--- src/rtl/core/three_level_priority_queue_defines.svh ---
// Assertion macros for the priority queue RTL.
`ifndef THREE_LEVEL_PRIORITY_QUEUE_DEFINES_SVH
`define THREE_LEVEL_PRIORITY_QUEUE_DEFINES_SVH

// Same-cycle implication, disabled during reset.
`define TLPQ_ASSERT_NOW(lbl, ante, cons, msg) \
  lbl: assert property (@(posedge clk) disable iff (rst) (ante) |-> (cons)) \
    else $error(msg);

// Next-cycle implication, disabled during reset.
`define TLPQ_ASSERT_NEXT(lbl, ante, cons, msg) \
  lbl: assert property (@(posedge clk) disable iff (rst) (ante) |=> (cons)) \
    else $error(msg);

`endif

--- src/rtl/core/tlpq_pkg.sv ---
// Types and constants for the three-level priority queue.
`timescale 1ns / 1ps
package tlpq_pkg;

  localparam logic [1:0] OP_PUT   = 2'd0;
  localparam logic [1:0] OP_GET   = 2'd1;
  localparam logic [1:0] OP_ACCEL = 2'd2;

  localparam logic [1:0] LVL_LOW    = 2'd0;
  localparam logic [1:0] LVL_NORMAL = 2'd1;
  localparam logic [1:0] LVL_HIGH   = 2'd2;

  localparam logic [1:0] ST_DONE      = 2'd0;
  localparam logic [1:0] ST_GET_EMPTY = 2'd1;
  localparam logic [1:0] ST_PUT_FULL  = 2'd2;

  localparam int TAG_BITS   = 16;
  localparam int COUNT_BITS = 7;

  typedef enum logic {
    S_IDLE,
    S_EXEC
  } state_t;

  typedef struct packed {
    logic load;
    logic commit;
  } cmd_t;

  typedef struct packed {
    logic out_blocked;
  } stat_t;

endpackage

--- src/rtl/core/tlpq_ctrl.sv ---
// Controller state machine for the priority queue.
`timescale 1ns / 1ps
module tlpq_ctrl
  import tlpq_pkg::*;
(
  input  logic  clk,
  input  logic  rst,
  input  logic  in_valid,
  output logic  in_stall,
  input  stat_t stat,
  output cmd_t  cmd
);

  state_t state, state_next;

  always_ff @(posedge clk) begin
    if (rst) begin
      state <= S_IDLE;
    end else begin
      state <= state_next;
    end
  end

  always_comb begin
    state_next = state;
    cmd        = '0;
    in_stall   = 1'b1;
    unique case (state)
      S_IDLE: begin
        // No request is taken while reset is held.
        in_stall = rst;
        if (in_valid && !rst) begin
          cmd.load   = 1'b1;
          state_next = S_EXEC;
        end
      end
      S_EXEC: begin
        // Commit only once the result register can take the answer.
        if (!stat.out_blocked) begin
          cmd.commit = 1'b1;
          state_next = S_IDLE;
        end
      end
      default: state_next = S_IDLE;
    endcase
  end

endmodule

--- src/rtl/core/tlpq_datapath.sv ---
// Linked-list memories, level registers and result register of the queue.
`timescale 1ns / 1ps
module tlpq_datapath
  import tlpq_pkg::*;
#(
  parameter int DEPTH     = 64,
  parameter int TAG_WIDTH = 16
) (
  input  logic                  clk,
  input  logic                  rst,
  input  cmd_t                  cmd,
  output stat_t                 stat,
  input  logic [1:0]            operation,
  input  logic [1:0]            level,
  input  logic [TAG_BITS-1:0]   tag,
  output logic                  out_valid,
  input  logic                  out_stall,
  output logic [1:0]            status,
  output logic [TAG_BITS-1:0]   out_tag,
  output logic [1:0]            out_level,
  output logic [COUNT_BITS-1:0] total_count
);

  localparam int AW = (DEPTH > 1) ? $clog2(DEPTH) : 1;
  localparam int CW = $clog2(DEPTH + 1);
  localparam logic [CW-1:0] DEPTH_C = CW'(DEPTH);
  localparam logic [AW-1:0] LAST_C  = AW'(DEPTH - 1);

  // Slot memories, undefined until written.
  logic [TAG_WIDTH-1:0] tag_store [DEPTH];
  logic [AW-1:0]        next_link [DEPTH];
  logic [AW-1:0]        free_fifo [DEPTH];

  logic [AW-1:0] level_head  [3];
  logic [AW-1:0] level_tail  [3];
  logic [CW-1:0] level_count [3];

  // Slots never used yet are handed out by a counter; freed slots recycle.
  logic [CW-1:0] fresh;
  logic [AW-1:0] free_rd_ptr, free_wr_ptr;
  logic [CW-1:0] total;

  // Latched request and registered memory reads.
  logic [1:0]           op_q, lvl_q, sel_q;
  logic                 empty_q, full_q;
  logic [TAG_WIDTH-1:0] tag_q, tag_rd;
  logic [AW-1:0]        next_rd, free_rd, slot_q;

  logic [1:0]    sel;
  logic          empty;
  logic [AW-1:0] alloc;
  logic          out_take;

  assign total = level_count[0] + level_count[1] + level_count[2];

  always_comb begin
    empty = 1'b0;
    sel   = LVL_LOW;
    priority if (level_count[2] != '0) begin
      sel = LVL_HIGH;
    end else if (level_count[1] != '0) begin
      sel = LVL_NORMAL;
    end else if (level_count[0] != '0) begin
      sel = LVL_LOW;
    end else begin
      empty = 1'b1;
    end
  end

  assign alloc    = (fresh != DEPTH_C) ? fresh[AW-1:0] : free_rd;
  assign out_take = out_valid && !out_stall;
  assign stat.out_blocked = out_valid && out_stall;

  // Request capture and memory reads.
  always_ff @(posedge clk) begin
    if (cmd.load) begin
      op_q    <= operation;
      lvl_q   <= (level > LVL_HIGH) ? LVL_HIGH : level;
      tag_q   <= TAG_WIDTH'(tag);
      sel_q   <= sel;
      empty_q <= empty;
      full_q  <= (total == DEPTH_C);
      slot_q  <= level_head[sel];
      tag_rd  <= tag_store[level_head[sel]];
      next_rd <= next_link[level_head[sel]];
      free_rd <= free_fifo[free_rd_ptr];
    end
  end

  // Memory writes at commit.
  always_ff @(posedge clk) begin
    if (cmd.commit) begin
      unique case (op_q)
        OP_PUT: begin
          if (!full_q) begin
            tag_store[alloc] <= tag_q;
            if (level_count[lvl_q] != '0) begin
              next_link[level_tail[lvl_q]] <= alloc;
            end
          end
        end
        OP_GET: begin
          if (!empty_q) begin
            free_fifo[free_wr_ptr] <= slot_q;
          end
        end
        OP_ACCEL: begin
          if (level_count[0] != '0 && level_count[2] != '0) begin
            next_link[level_tail[2]] <= level_head[0];
          end
        end
        default: ;
      endcase
    end
  end

  // List control registers.
  always_ff @(posedge clk) begin
    if (rst) begin
      fresh       <= '0;
      free_rd_ptr <= '0;
      free_wr_ptr <= '0;
      for (int i = 0; i < 3; i++) begin
        level_head[i]  <= '0;
        level_tail[i]  <= '0;
        level_count[i] <= '0;
      end
    end else if (cmd.commit) begin
      unique case (op_q)
        OP_PUT: begin
          if (!full_q) begin
            if (fresh != DEPTH_C) begin
              fresh <= fresh + 1'b1;
            end else begin
              free_rd_ptr <= (free_rd_ptr == LAST_C) ? '0 : free_rd_ptr + 1'b1;
            end
            if (level_count[lvl_q] == '0) begin
              level_head[lvl_q] <= alloc;
            end
            level_tail[lvl_q]  <= alloc;
            level_count[lvl_q] <= level_count[lvl_q] + 1'b1;
          end
        end
        OP_GET: begin
          if (!empty_q) begin
            level_head[sel_q]  <= next_rd;
            level_count[sel_q] <= level_count[sel_q] - 1'b1;
            free_wr_ptr <= (free_wr_ptr == LAST_C) ? '0 : free_wr_ptr + 1'b1;
          end
        end
        OP_ACCEL: begin
          if (level_count[0] != '0) begin
            if (level_count[2] == '0) begin
              level_head[2] <= level_head[0];
            end
            level_tail[2]  <= level_tail[0];
            level_count[2] <= level_count[2] + level_count[0];
            level_count[0] <= '0;
          end
        end
        default: ;
      endcase
    end
  end

  // Result register.
  always_ff @(posedge clk) begin
    if (rst) begin
      out_valid <= 1'b0;
    end else if (cmd.commit) begin
      out_valid <= 1'b1;
    end else if (out_take) begin
      out_valid <= 1'b0;
    end
  end

  always_ff @(posedge clk) begin
    if (cmd.commit) begin
      status    <= ST_DONE;
      out_tag   <= '0;
      out_level <= LVL_LOW;
      unique case (op_q)
        OP_PUT: begin
          if (full_q) begin
            status      <= ST_PUT_FULL;
            total_count <= COUNT_BITS'(total);
          end else begin
            total_count <= COUNT_BITS'(total + 1'b1);
          end
        end
        OP_GET: begin
          if (empty_q) begin
            status      <= ST_GET_EMPTY;
            total_count <= COUNT_BITS'(total);
          end else begin
            out_tag     <= TAG_BITS'(tag_rd);
            out_level   <= sel_q;
            total_count <= COUNT_BITS'(total - 1'b1);
          end
        end
        default: total_count <= COUNT_BITS'(total);
      endcase
    end
  end

endmodule

--- src/rtl/core/three_level_priority_queue.sv ---
// Top level of the three-level priority queue.
//
//   channel   direction   handshake             payload
//   request   in          in_valid / in_stall   operation, level, tag
//   result    out         out_valid / out_stall status, out_tag, out_level, total_count
//
// Each request is accepted in S_IDLE, which reads the slot memories at the
// head of the chosen level, and committed in S_EXEC, which writes the list
// update; next_link is read at accept and written back at commit.
// A waiting result stalls the commit cycle until it is taken; a new request
// can be accepted while the previous result still waits.
// Reset is synchronous and leaves all levels empty; no clearing pass is needed.
`timescale 1ns / 1ps
`include "three_level_priority_queue_defines.svh"
module three_level_priority_queue
  import tlpq_pkg::*;
#(
  parameter int DEPTH     = 64,
  parameter int TAG_WIDTH = 16
) (
  input  logic                  clk,
  input  logic                  rst,
  input  logic                  in_valid,
  output logic                  in_stall,
  input  logic [1:0]            operation,
  input  logic [1:0]            level,
  input  logic [TAG_BITS-1:0]   tag,
  output logic                  out_valid,
  input  logic                  out_stall,
  output logic [1:0]            status,
  output logic [TAG_BITS-1:0]   out_tag,
  output logic [1:0]            out_level,
  output logic [COUNT_BITS-1:0] total_count
);

  cmd_t  cmd;
  stat_t stat;

  // The controller sequences accept and commit; the datapath holds the lists.
  tlpq_ctrl u_ctrl (
    .clk      (clk),
    .rst      (rst),
    .in_valid (in_valid),
    .in_stall (in_stall),
    .stat     (stat),
    .cmd      (cmd)
  );

  tlpq_datapath #(
    .DEPTH     (DEPTH),
    .TAG_WIDTH (TAG_WIDTH)
  ) u_dp (
    .clk         (clk),
    .rst         (rst),
    .cmd         (cmd),
    .stat        (stat),
    .operation   (operation),
    .level       (level),
    .tag         (tag),
    .out_valid   (out_valid),
    .out_stall   (out_stall),
    .status      (status),
    .out_tag     (out_tag),
    .out_level   (out_level),
    .total_count (total_count)
  );

  // An accepted request always holds off the next one for its commit cycle.
  `TLPQ_ASSERT_NEXT(a_accept_busy, in_valid && !in_stall, in_stall, "request accepted while busy")
  // A commit never happens while a result is blocked.
  `TLPQ_ASSERT_NOW(a_no_overwrite, cmd.commit, !stat.out_blocked, "result overwritten")
  // Failed requests return no tag.
  `TLPQ_ASSERT_NOW(a_fail_zero, out_valid && status != ST_DONE, out_tag == '0 && out_level == '0, "failed request carries data")

endmodule

--- config.mk ---
export PLATFORM = sky130hd
export DESIGN_NAME = three_level_priority_queue
export DESIGN_NICKNAME = d
export VERILOG_FILES = /design/src/rtl/core/tlpq_pkg.sv /design/src/rtl/core/tlpq_ctrl.sv /design/src/rtl/core/tlpq_datapath.sv /design/src/rtl/core/three_level_priority_queue.sv
export VERILOG_INCLUDE_DIRS = /design/src /design/src/rtl/core
export SDC_FILE = /design/constraint.sdc
export NUM_CORES = 2
export LEC_CHECK = 0
export BUFFER_PORTS_ARGS = -buffer_cell sky130_fd_sc_hd__buf_2
export CAP_MARGIN = 20
export CORE_MARGIN = 4
export CORE_UTILIZATION = 50
export DETAILED_ROUTE_END_ITERATION = 6
export PLACE_DENSITY = 0.65
export SETUP_SLACK_MARGIN = 0.15
export SLEW_MARGIN = 20
export SYNTH_ARGS = -nofsm -noshare
export SYNTH_HDL_FRONTEND = slang
export SYNTH_SLANG_ARGS = --single-unit
--- constraint.sdc ---
create_clock -name clk -period 5.05 [get_ports clk]
set_input_delay 1.01 -clock clk [delete_from_list [all_inputs] [get_ports clk]]
set_output_delay 1.01 -clock clk [all_outputs]
set_load 0.03 [all_outputs]
==> impl_metrics.env <==
export IMPL_status="finished, final reports clean"
export IMPL_final_util=0.564
export IMPL_max_freq_mhz=220
export IMPL_layout_cells_non_filler=7460
export IMPL_synth_top_area_frac=0.730
export IMPL_synthArstFlopShare=0
export IMPL_synth_cells=5062
export IMPL_design_area_um2=89400
export IMPL_use_met3=0.0504
export IMPL_drtAntennaViolNets=0
export IMPL_netlist_top_cells_area="edfxtp_1, mux4_2, mux2i_1"
export IMPL_track_usage=0.237
export IMPL_ir_drop_mv=0.371
export IMPL_critical_path_top_delay_family="compound AO/OA/AOI/OAI gates"
export IMPL_antenna_found_initial=5
export IMPL_num_rows=146
export IMPL_max_stage_delay_ns=0.91
export IMPL_worstPathArrival_ns=5.07
export IMPL_ys_ff_latch=1972
export IMPL_drt_vias_per_instance=6.10
export IMPL_ioPinCount=53
export IMPL_fin_crit_ns=4.54
export IMPL_hold_path_class="primary input to flip-flop"
export IMPL_startpoint_type="flip-flop"
export IMPL_rsz0062_at_grt="false"
export IMPL_first_global_vias=44100
export IMPL_tns_ns=0
export IMPL_power_density_nw_per_um2=373
export IMPL_cts_tree="built"
export IMPL_syn_area_per_cell_um2=15.8
export IMPL_max_cap_viol_count=0
export IMPL_die_y_um=408
export IMPL_required_ns=5.58
export IMPL_cp_max_fo=123
export IMPL_ctsHoldBuffers=0
export IMPL_die_w_um=408
export IMPL_finalCritPeriodShare=0.899
export IMPL_cts_made_buffers=198
export IMPL_path_common_cell="buf_4"
export IMPL_grt_ovfl_total=0
export IMPL_power_leakage_nw=30.0
export IMPL_clk_pin_slew_ns=0.06
export IMPL_yosysTopAreaCell="edfxtp_1"
export IMPL_start_util=0.503
export IMPL_first_pass_iters=6
export IMPL_mappedNetlistNets=5115
export IMPL_synth_most_common_cell="edfxtp_1"
export IMPL_hold_viol=0
export IMPL_drive_gt1_frac=0.145
export IMPL_cts_setup_buffers=0
export IMPL_cts_num_sinks=1972
export IMPL_grt_use_met2=0.353
export IMPL_relSlewSlack=0.300
export IMPL_total_power_w=0.0333
export IMPL_via_count=45500
export IMPL_worstMarginPinSlew_ns=1.05
export IMPL_grt_pass1_wl_um=295000
export IMPL_hpwl_um=120000
export IMPL_path_class="flip-flop to flip-flop"
export IMPL_cts_root_buf="clkbuf_16"
export IMPL_yosysUniqueCellTypes=83
export IMPL_crit_slowest_cell="o32ai_1"
export IMPL_synthTopCellsByCount="edfxtp_1, nand2_1, nor2_1"
export IMPL_avgRoutedWirePerCell_um=26.8
export IMPL_synth_ff_type="edfxtp_1"
export IMPL_busiest_layer="met2"
export IMPL_clk_path_buf_depth=3
export IMPL_cp_end_kind="flip-flop"
export IMPL_drt_iter0_markers=5681
export IMPL_layout_nets=5271
export IMPL_area_growth_pct=11.9
export IMPL_portBuffers=52
export IMPL_place_area_um2=83200
export IMPL_yosysSeqAreaShare=0.738
export IMPL_placedCellCount=7088
export IMPL_gp_congestion=0.865
export IMPL_setup_viol=0
export IMPL_core_area_um2=159000
export IMPL_synth_edff_count=1940
export IMPL_met1_usage=0.353
export IMPL_h_tree_depth=4
export IMPL_slew_viol_final=0
export IMPL_worstSkewPairLatency_ns=0.83
export IMPL_synth_warnings=0
export IMPL_skew_ns=0.0274
export IMPL_die_area_um2=166000
export IMPL_crit_buf_inv=3
export IMPL_ctsResizeCount=0
export IMPL_drc=0
export IMPL_mappedNetlistArea_um2=79800
export IMPL_crit_chain="nor3_1 > a21o_1 > o31ai_4 > buf_12 > buf_4 > nor3_4 > buf_4 > a311oi_1 > o32ai_1 > nand4_1"
export IMPL_totalWireLength_um=200000
export IMPL_grt_max_degree=124
[layer usage]
| metal | vias to the layer above | part of all wire |
|---|---|---|
| met5 | - | 0.000090 |
| met4 | 2 | 0.030 |
| met3 | 320 | 0.095 |
| met2 | 2108 | 0.45 |
| met1 | 23100 | 0.42 |
| li1 | 20000 | - |
[worst reg2reg max path, stage by stage, from the launching register on]
cell,delay (ns)
edfxtp_1,0.57
nor3_1,0.62
a21o_1,0.25
o31ai_4,0.12
buf_12,0.21
buf_4,0.44
nor3_4,0.45
buf_4,0.36
a311oi_1,0.16
o32ai_1,0.91
nand4_1,0.15
[path summary, 6_finish.rpt]
kind / start / endpoint / slack [ns] / depth (start not counted)
setup / recovery: u_dp.level_count[2][1] / u_dp.tag_rd[10] / 0.51 / 10
hold / removal: tag[11] / u_dp.tag_q[11] / 0.36 / 1
setup reg to reg: u_dp.level_count[2][1] / u_dp.tag_rd[10] / 0.51 / 10
hold reg to reg: u_dp.fresh[6] / u_dp.fresh[6] / 0.48 / 2
[cell usage in the layout, fill, tap and decap left out, drive strengths merged, types with 105 or more instances in the layout]
master  instances
nand2         727
mux2i         309
a21oi         163
edfxtp       1940
buf           259
nor2          338
o21ai         105
nand3         181
clkbuf        256
mux4          163
[cell families after synthesis]
kind of cell               count (synthesis)  share of synthesized area
muxes                                    502                     0.0898
AOI/OAI and AO/OA                        699                     0.0632
xor gates and xnor gates                  41                    0.00450
buffers and inverters                    365                     0.0208
adders and majority gates                 29                    0.00530
DFF                                     1972                      0.738
and+or+nand+nor                         1454                     0.0788
[report_power, final]
part / total [W] / switching [W] / internal (W)
combinational: 0.00142 / 0.00101 / 0.000415
clock: 0.0139 / 0.00604 / 0.00788
sequential: 0.0180 / 0.0000534 / 0.0179
total: 0.0333 / 0.00710 / 0.0262
[state kept, by name, indices dropped and copies added (netlist names), 7 cells and up, named ones only]
register          flops
u_dp.tag_store     1024
u_dp.free_fifo      384
u_dp.next_link      384
u_dp.level_count     28
u_dp.level_tail      24
u_dp.level_head      18
u_dp.out_tag         16
u_dp.tag_q           16
u_dp.tag_rd          16
u_dp.fresh            7
u_dp.total_count      7
[cell type report]
type	instances	area, um^2
tap	2072	2590
clock inverter	113	816
fill	12300	69200
timing repair buffer	259	2000
antenna	1	2.50
inverter	62	265
multi-input combinational	2725	19500
sequential	1972	58900
clock buffer	256	5330
[metrics by stage]
step / hold WS (ns) / setup slack [ns]
5_1_grt: 0.322 / 0.337
4_1_cts: 0.294 / 0.686
6_report: 0.363 / 0.508
2_1_floorplan: 0.453 / 0.767
3_3_place_gp: 0.467 / 0.737
3_5_place_dp: 0.476 / 0.716
No activity file was read; power rests on OpenSTA's default activity.
